<file path="src/rtl/core/esd_pkg.sv">
`default_nettype none
package esd_pkg;

    localparam int NUM_CHOICES = 8;
    localparam int SEL_W       = (NUM_CHOICES > 1) ? $clog2(NUM_CHOICES) : 1;
    localparam int OUT_SEL_W   = 3;
    localparam int CFG_IDX_W   = 2;
    localparam int CFG_DATA_W  = 16;

    typedef logic [SEL_W-1:0] t_sel;
    typedef logic [7:0]       t_seg;

    localparam logic [CFG_IDX_W-1:0] CFG_BRIGHTNESS = 2'd0;
    localparam logic [CFG_IDX_W-1:0] CFG_BLINK      = 2'd1;
    localparam logic [CFG_IDX_W-1:0] CFG_HOLD       = 2'd2;
    localparam logic [CFG_IDX_W-1:0] CFG_DEBOUNCE   = 2'd3;

    localparam logic [7:0]  RST_BRIGHTNESS = 8'd10;
    localparam logic [9:0]  RST_BLINK      = 10'd200;
    localparam logic [9:0]  RST_HOLD       = 10'd300;
    localparam logic [15:0] RST_DEBOUNCE   = 16'd1000;
    localparam t_sel        RST_SEL        = SEL_W'(1);

    localparam t_seg SEG_BLANK = 8'hFF;

    // common-anode patterns, active low
    function automatic t_seg seg_digit(input logic [3:0] d);
        t_seg s;
        case (d)
            4'd0:    s = 8'hC0;
            4'd1:    s = 8'hF9;
            4'd2:    s = 8'hA4;
            4'd3:    s = 8'hB0;
            4'd4:    s = 8'h99;
            4'd5:    s = 8'h92;
            4'd6:    s = 8'h82;
            4'd7:    s = 8'hF8;
            4'd8:    s = 8'h80;
            4'd9:    s = 8'h90;
            default: s = SEG_BLANK;
        endcase
        return s;
    endfunction

endpackage
`default_nettype wire

</file>
<file path="src/rtl/core/encoder_selector_segment_display.sv">
`default_nettype none
// Channel   Handshake                  Payload
// input     i_in_valid / o_in_stall    i_kind i_task_active i_time_us i_phase_a i_phase_b
// output    o_out_valid / i_out_stall  o_ones_segments o_tens_segments o_selection
// config    i_cfg_we (no handshake)    i_cfg_index i_cfg_data
//
// One item per cycle sustained while the output is not stalled. An item sits in the input
// register, where the state update and segment lookup run; a tick's frame lands in the
// output register, and o_out_valid rises once the frame is written there.
// Synchronous active-low reset; state, configuration and valid flags return to power-on values.
// An output stall holds the frame and stalls input only once the input register is full.
module encoder_selector_segment_display (
    input  wire logic                                 i_clk,
    input  wire logic                                 i_rst_n,
    input  wire logic                                 i_in_valid,
    output logic                                      o_in_stall,
    input  wire logic                                 i_kind,
    input  wire logic                                 i_task_active,
    input  wire logic [31:0]                          i_time_us,
    input  wire logic                                 i_phase_a,
    input  wire logic                                 i_phase_b,
    output logic                                      o_out_valid,
    input  wire logic                                 i_out_stall,
    output logic [7:0]                                o_ones_segments,
    output logic [7:0]                                o_tens_segments,
    output logic [esd_pkg::OUT_SEL_W-1:0]             o_selection,
    input  wire logic                                 i_cfg_we,
    input  wire logic [esd_pkg::CFG_IDX_W-1:0]        i_cfg_index,
    input  wire logic [esd_pkg::CFG_DATA_W-1:0]       i_cfg_data
);

    // configuration
    logic [7:0]  r_bright;
    logic [9:0]  r_blink_ticks;
    logic [9:0]  r_hold_ticks;
    logic [15:0] r_debounce;

    // state
    esd_pkg::t_sel r_sel;
    logic [1:0]    r_half;
    logic [31:0]   r_last_time;
    logic [9:0]    r_hold;
    logic [9:0]    r_blink_cnt;
    logic          r_blink_on;
    logic [7:0]    r_strobe;

    // input register
    logic        r_in_valid;
    logic        r_kind;
    logic        r_task;
    logic [31:0] r_time;
    logic        r_pa;
    logic        r_pb;

    // output register
    logic                r_out_valid;
    esd_pkg::t_seg       r_ones;
    esd_pkg::t_seg       r_tens;
    logic [esd_pkg::OUT_SEL_W-1:0] r_sel_out;

    esd_pkg::t_sel n_sel;
    logic [1:0]    n_half;
    logic [31:0]   n_last_time;
    logic [9:0]    n_hold;
    logic [9:0]    n_blink_cnt;
    logic          n_blink_on;
    logic [7:0]    n_strobe;

    logic          w_out_free;
    logic          w_go;
    logic          w_in_acc;
    logic          w_edge_ok;
    logic [31:0]   w_dt;
    logic          w_show;
    logic          w_emit;
    logic          w_blank;
    esd_pkg::t_seg w_ones;
    esd_pkg::t_seg w_tens;

    assign w_out_free  = !r_out_valid || !i_out_stall;
    assign w_go        = r_in_valid && w_out_free;
    assign o_in_stall  = r_in_valid && !w_out_free;
    assign w_in_acc    = i_in_valid && !o_in_stall;

    assign w_dt      = r_time - r_last_time;
    assign w_edge_ok = r_kind && !r_task && (w_dt >= {16'd0, r_debounce});

    esd_seg_enc u_seg (
        .i_sel  (r_sel),
        .i_show (w_show),
        .o_ones (w_ones),
        .o_tens (w_tens)
    );

    always_comb begin
        n_sel       = r_sel;
        n_half      = r_half;
        n_last_time = r_last_time;
        n_hold      = r_hold;
        n_blink_cnt = r_blink_cnt;
        n_blink_on  = r_blink_on;
        n_strobe    = r_strobe;
        w_show      = 1'b1;
        w_emit      = 1'b0;
        w_blank     = 1'b0;
        if (r_kind) begin
            if (w_edge_ok) begin
                n_last_time = r_time;
                n_hold      = r_hold_ticks;
                // half-step count held as two-bit signed, -1..1
                if (r_pa == r_pb) begin
                    if (r_half == 2'b11) begin
                        n_half = 2'b00;
                        if (r_sel == '0 ||
                            {1'b0, r_sel} >= (esd_pkg::SEL_W + 1)'(esd_pkg::NUM_CHOICES)) begin
                            n_sel = esd_pkg::SEL_W'(esd_pkg::NUM_CHOICES - 1);
                        end else begin
                            n_sel = r_sel - esd_pkg::SEL_W'(1);
                        end
                    end else begin
                        n_half = r_half - 2'd1;
                    end
                end else begin
                    if (r_half == 2'b01) begin
                        n_half = 2'b00;
                        if ({1'b0, r_sel} + (esd_pkg::SEL_W + 1)'(1) >=
                                (esd_pkg::SEL_W + 1)'(esd_pkg::NUM_CHOICES)) begin
                            n_sel = '0;
                        end else begin
                            n_sel = r_sel + esd_pkg::SEL_W'(1);
                        end
                    end else begin
                        n_half = r_half + 2'd1;
                    end
                end
            end
        end else begin
            if (!r_task && r_hold == 10'd0) begin
                if (r_blink_cnt == 10'd0) begin
                    n_blink_on  = !r_blink_on;
                    n_blink_cnt = r_blink_ticks;
                end else begin
                    n_blink_cnt = r_blink_cnt - 10'd1;
                end
                w_show = n_blink_on;
            end
            if (r_strobe == r_bright) begin
                w_emit   = 1'b1;
                w_blank  = 1'b1;
                n_strobe = r_strobe - 8'd1;
            end else if (r_strobe == 8'd0) begin
                w_emit   = 1'b1;
                n_strobe = r_bright;
            end else begin
                n_strobe = r_strobe - 8'd1;
            end
            if (r_hold != 10'd0) begin
                n_hold = r_hold - 10'd1;
            end
        end
    end

    always_ff @(posedge i_clk) begin
        if (!i_rst_n) begin
            r_bright      <= esd_pkg::RST_BRIGHTNESS;
            r_blink_ticks <= esd_pkg::RST_BLINK;
            r_hold_ticks  <= esd_pkg::RST_HOLD;
            r_debounce    <= esd_pkg::RST_DEBOUNCE;
            r_sel         <= esd_pkg::RST_SEL;
            r_half        <= 2'b00;
            r_last_time   <= 32'd0;
            r_hold        <= 10'd0;
            r_blink_cnt   <= 10'd0;
            r_blink_on    <= 1'b0;
            r_strobe      <= 8'd0;
            r_in_valid    <= 1'b0;
            r_out_valid   <= 1'b0;
        end else begin
            if (i_cfg_we) begin
                case (i_cfg_index)
                    esd_pkg::CFG_BRIGHTNESS: r_bright      <= i_cfg_data[7:0];
                    esd_pkg::CFG_BLINK:      r_blink_ticks <= i_cfg_data[9:0];
                    esd_pkg::CFG_HOLD:       r_hold_ticks  <= i_cfg_data[9:0];
                    esd_pkg::CFG_DEBOUNCE:   r_debounce    <= i_cfg_data[15:0];
                    default: ;
                endcase
            end
            if (w_go) begin
                r_sel       <= n_sel;
                r_half      <= n_half;
                r_last_time <= n_last_time;
                r_hold      <= n_hold;
                r_blink_cnt <= n_blink_cnt;
                r_blink_on  <= n_blink_on;
                r_strobe    <= n_strobe;
            end
            if (w_in_acc) begin
                r_in_valid <= 1'b1;
            end else if (w_go) begin
                r_in_valid <= 1'b0;
            end
            if (w_go && w_emit) begin
                r_out_valid <= 1'b1;
            end else if (!i_out_stall) begin
                r_out_valid <= 1'b0;
            end
        end
    end

    always_ff @(posedge i_clk) begin
        if (w_in_acc) begin
            r_kind <= i_kind;
            r_task <= i_task_active;
            r_time <= i_time_us;
            r_pa   <= i_phase_a;
            r_pb   <= i_phase_b;
        end
        if (w_go && w_emit) begin
            r_ones    <= w_blank ? esd_pkg::SEG_BLANK : w_ones;
            r_tens    <= w_blank ? esd_pkg::SEG_BLANK : w_tens;
            r_sel_out <= esd_pkg::OUT_SEL_W'(r_sel);
        end
    end

    assign o_out_valid     = r_out_valid;
    assign o_ones_segments = r_ones;
    assign o_tens_segments = r_tens;
    assign o_selection     = r_sel_out;

    a_in_loaded: assert property (@(posedge i_clk) disable iff (!i_rst_n)
        w_in_acc |=> r_in_valid)
        else $error("accepted item not held in input register");

    a_sel_range: assert property (@(posedge i_clk) disable iff (!i_rst_n)
        {1'b0, r_sel} < (esd_pkg::SEL_W + 1)'(esd_pkg::NUM_CHOICES))
        else $error("selection out of range");

    a_half_range: assert property (@(posedge i_clk) disable iff (!i_rst_n)
        r_half != 2'b10)
        else $error("half-step count overflow");

    a_frame_source: assert property (@(posedge i_clk) disable iff (!i_rst_n)
        $rose(r_out_valid) |-> $past(w_go && !r_kind))
        else $error("frame not caused by a display tick");

    a_hold_load: assert property (@(posedge i_clk) disable iff (!i_rst_n)
        (w_go && w_edge_ok) |=> (r_hold == $past(r_hold_ticks)))
        else $error("hold count not loaded by accepted edge");

endmodule
`default_nettype wire

</file>
<file path="src/rtl/core/esd_seg_enc.sv">
`default_nettype none
module esd_seg_enc (
    input  wire esd_pkg::t_sel i_sel,
    input  wire logic          i_show,
    output esd_pkg::t_seg      o_ones,
    output esd_pkg::t_seg      o_tens
);

    logic [3:0] w_tens;
    logic [3:0] w_ones;
    logic [7:0] w_val;

    assign w_val = 8'(i_sel);

    // tens digit by threshold compare, value stays below 100
    always_comb begin
        w_tens = 4'd0;
        for (int k = 1; k < 10; k++) begin
            if (w_val >= 8'(k * 10)) begin
                w_tens = 4'(k);
            end
        end
        w_ones = 4'(w_val - 8'(w_tens) * 8'd10);
    end

    always_comb begin
        o_ones = esd_pkg::SEG_BLANK;
        o_tens = esd_pkg::SEG_BLANK;
        if (i_show) begin
            o_ones = esd_pkg::seg_digit(w_ones);
            if (w_tens != 4'd0) begin
                o_tens = esd_pkg::seg_digit(w_tens);
            end
        end
    end

endmodule
`default_nettype wire

</file>
<file path="config.mk">
export PLATFORM = sky130hd
export DESIGN_NAME = encoder_selector_segment_display
export DESIGN_NICKNAME = d
export VERILOG_FILES = /design/src/rtl/core/esd_pkg.sv /design/src/rtl/core/encoder_selector_segment_display.sv /design/src/rtl/core/esd_seg_enc.sv
export SDC_FILE = /design/constraint.sdc
export NUM_CORES = 1
export LEC_CHECK = 0
export BUFFER_PORTS_ARGS = -buffer_cell sky130_fd_sc_hd__buf_2
export CORE_MARGIN = 2
export CORE_UTILIZATION = 57
export CTS_BUF_LIST = sky130_fd_sc_hd__clkbuf_16
export DETAILED_ROUTE_END_ITERATION = 8
export PLACE_DENSITY = 0.83
export SLEW_MARGIN = 10
export SYNTH_ARGS = -nofsm -noshare
export SYNTH_HDL_FRONTEND = slang
export SYNTH_HIERARCHICAL = 1
export SYNTH_SLANG_ARGS = --single-unit
</file>
<file path="constraint.sdc">
create_clock -name i_clk -period 5 [get_ports i_clk]
set_input_delay 0.5 -clock i_clk [delete_from_list [all_inputs] [get_ports i_clk]]
set_output_delay 0.5 -clock i_clk [all_outputs]
set_load 0.02 [all_outputs]
</file>
==> impl_metrics.toml <==
[critical_path]
start_kind = "register"
endpoint_kind = "register"
reg2reg_depth = 19
reg2reg_from = "r_time[2]"
worstPathRequired_ns = 5.31
worstPathArrival_ns = 5.00
r2r-end = "r_last_time[23]"
crit_path_max_fanout = 16
ff2ff_setup_slack_ns = 0.31
critPathKind = "reg2reg"

[cells_and_area]
n_fill_cell = 1388
fin_nets = 1323
diodes = 0
syn_to_final_growth_pct = 10.8
post-route-util_pct = 64.7
fin_cells = 1437
stdcell_area_mm2 = 0.0108
drive_above_1_share_pct = 13.4

[global_route]
top_usage_layer = "met2"
met1_usage_pct = 32.8
grt_usage_pct = 24.6
grt-ovfl-total = 0
antenna_found_initial = 0
grt_pass1_vias = 7616
grt.met3_usage_pct = 3.83
grt_pass1_wl_um = 36400
grt_max_degree = 101
met2_usage_pct = 40.5

[power]
combPwrFrac_pct = 17.2
p_switching_mw = 1.01
power.density_mw_per_mm2 = 317
vdd_drop_max_mv = 0.274
p_int_mw = 2.41
seq_power_share_pct = 44.0
swShare_pct = 29.5
power_leakage_nw = 4.19
clkPwrFrac_pct = 38.7
power.total_mw = 3.42

[die]
dieHeight_um = 135
core_region_area_mm2 = 0.0166
die_x_um = 135
placementRows = 47
io_pins = 80
initial_core_util_pct = 58.4
design.die.area_mm2 = 0.0181

[synthesis]
syn_inst = 1152
synth_mux_area_share_pct = 5.26
synth_compound_area_share_pct = 15.9
syn_area_mm2 = 0.00972
ys.flop_type = "dfxtp_1"
synth_top_family_by_area = "simple AND/OR/NAND/NOR gates"
synthArstFlopShare_pct = 0
ys_top_cells_by_area = "dfxtp_1 23%, edfxtp_1 17%, nand2_1 9.0%, ha_1 7.6%, mux2i_1 5.1%"
ys_ff_latch = 167
seq_area_frac_synth_pct = 40.1
synth-xor-area-share_pct = 2.88
yosysWarnings = 6
synth.largest_area_cell = "dfxtp_1"
synth-simple-area-share_pct = 22.2
avgSynthCellArea_um2 = 8.44
synth_top_area_share_pct = 23.1
yosys.area_share.adder_pct = 7.80
synth.distinct_cells = 74
synth_edf_count = 55

[clock_network]
clkTransAtPathRegs_ns = 0.07
ctsRootBufferMaster = "clkbuf_16"
cts_buffer_depth = 2
cts_sinks = 167
htree_num_levels = 4
postCtsSetupBuffers = 0
clock_latency_ns = 0.45
cts_tree = "built"
cts_buffers = 17

[placement]
port-buffer-count = 79
dp_slack_ns = 0.344
post-dp-hpwl_um = 15300
place_congestion = 0.983
place_inst = 1405
place_area_mm2 = 0.0102

[timing]
fin_skew_ns = 0.0137
worst_pin_slew_ns = 1.17
hold_slack_ns = 0.223
rsz0062_at_grt = "no"
period_minus_slack_ns = 4.69
setup_viol = 0
hold_viol = 0
finalCritPeriodShare_pct = 93.7
fmax_mhz = 213
fin_tns_setup_ns = 0
max_slew_margin_pct = 22.2
setup_slack_ns = 0.313
maxSlewViolCount = 0

[worst_hold_path]
min_to = "r_time[6]"
hold_depth = 1
hold_class = "in2reg"
holdCritStartpoint = "i_time_us[6]"

[route]
vias = 8320
firstDrtPassIters = 5
avgViaCountPerCell = 5.79
drt-wirelength-per-cell_um = 15.2
drc = 0
wl_um = 21900
antenna_left = 0
dr.first_iter.drc_count = 840

[outcome]
status = "finished clean"

[run]
drv_cap = 0
routing by layer:
metal / up-vias / share of wire [%] / wire [um]
li1: 4107 / - / -
met1: 3920 / 47 / 10200
met2: 252 / 46 / 10200
met3: 41 / 4.8 / 1050
met4: 0 / 2.1 / 463
met5: - / 0 / 0
synthesized netlist by cell type, types with 7 or more instances:
cell type / n
a211oi_1: 11
a21o_1: 8
a21oi_1: 86
a21oi_2: 7
buf_4: 11
clkbuf_1: 36
dfxtp_1: 112
edfxtp_1: 55
ha_1: 59
inv_1: 72
mux2i_1: 50
nand2_1: 232
nand2b_1: 14
nand3_1: 32
nand4_1: 11
nor2_1: 80
nor2b_1: 8
nor3_1: 26
nor4_1: 7
o211ai_1: 18
o21a_1: 8
o21ai_0: 40
o21ai_1: 10
or2_2: 22
xnor2_1: 17
xor2_1: 15
worst max-delay path by stage:
stage,slack (ns),depth (start not counted),startpoint,to
2_1_floorplan,0.88,19,r_time[2],r_hold[4]
3_3_place_gp,0.58,19,r_time[0],r_last_time[16]
3_5_place_dp,0.34,19,r_time[0],r_last_time[18]
4_1_cts,0.31,19,r_time[0],r_last_time[18]
5_1_grt,0.07,19,r_time[0],r_last_time[18]
6_report,0.31,19,r_time[2],r_last_time[23]
power groups by stage:
stage | combinational [mW] | sequential [mW] | clock, mW
final | 0.589 | 1.51 | 1.32
after global routing | 0.655 | 1.51 | 1.38
after CTS | 0.578 | 1.50 | 1.33
after detailed placement | 0.570 | 1.53 | 0
after global placement | 0.556 | 1.53 | 0
after floorplan | 0.444 | 1.52 | 0
layout by cell type (no fill, tap or decap), types with 31 or more instances in the layout:
cell	synthesis	final
a21oi_1	86	85
buf_2	6	79
dfxtp_1	112	112
edfxtp_1	55	55
ha_1	59	59
inv_1	72	72
mux2i_1	50	50
nand2_1	232	232
nand3_1	32	31
nor2_1	80	80
o21ai_0	40	39
area by class of cell:
type	instances	area, um2	area share, %
well taps	220	275	2.56
multi-input cells	862	5310	49.3
flip-flops and latches	167	3890	36.2
repair buffers	84	433	4.02
clock buffers	18	450	4.18
inverters	72	270	2.51
clock inverters	14	138	1.28
what timing repair did:
item                                    in CTS  in global routing
hold buffers                                 0                  0
endpoints found under the hold margin        0                  0
endpoints found under the setup margin       0                 21
gates resized for setup                      0                  3
state kept, by name (all words and copies together) (netlist names):
name / cells
o_ones_segments: 8
o_out_valid: 1
o_selection: 3
o_tens_segments: 8
r_blink_cnt: 10
r_blink_on: 1
r_blink_ticks: 10
r_bright: 8
r_debounce: 16
r_half: 2
r_hold: 10
r_hold_ticks: 10
r_in_valid: 1
r_kind: 1
r_last_time: 32
r_pa: 1
r_pb: 1
r_sel: 3
r_strobe: 8
r_task: 1
r_time: 32
critical path, stage by stage (launching register included):
cell and delay (ns):
edfxtp_1 0.42, ha_1 0.37, o211ai_1 0.22, a21oi_2 0.09
nor2_1 0.18, o21ai_1 0.12, a21o_1 0.19, a21oi_1 0.16
xnor2_1 0.14, ha_1 0.26, and4_1 0.23, a41oi_1 0.19
a31oi_1 0.12, nor4_1 0.29, nand4_1 0.17, nor4_2 0.39
nand4_2 0.30, and2_2 0.32, buf_4 0.23, mux2i_1 0.16
cells by family after synthesis:
group,after synthesis
fa+ha+maj,60
simple gates,469
compound gates,241
mux,51
flops,167
other cells,1
buf+inv,131
xor+xnor,32
No activity file was read; power rests on OpenSTA's default activity.
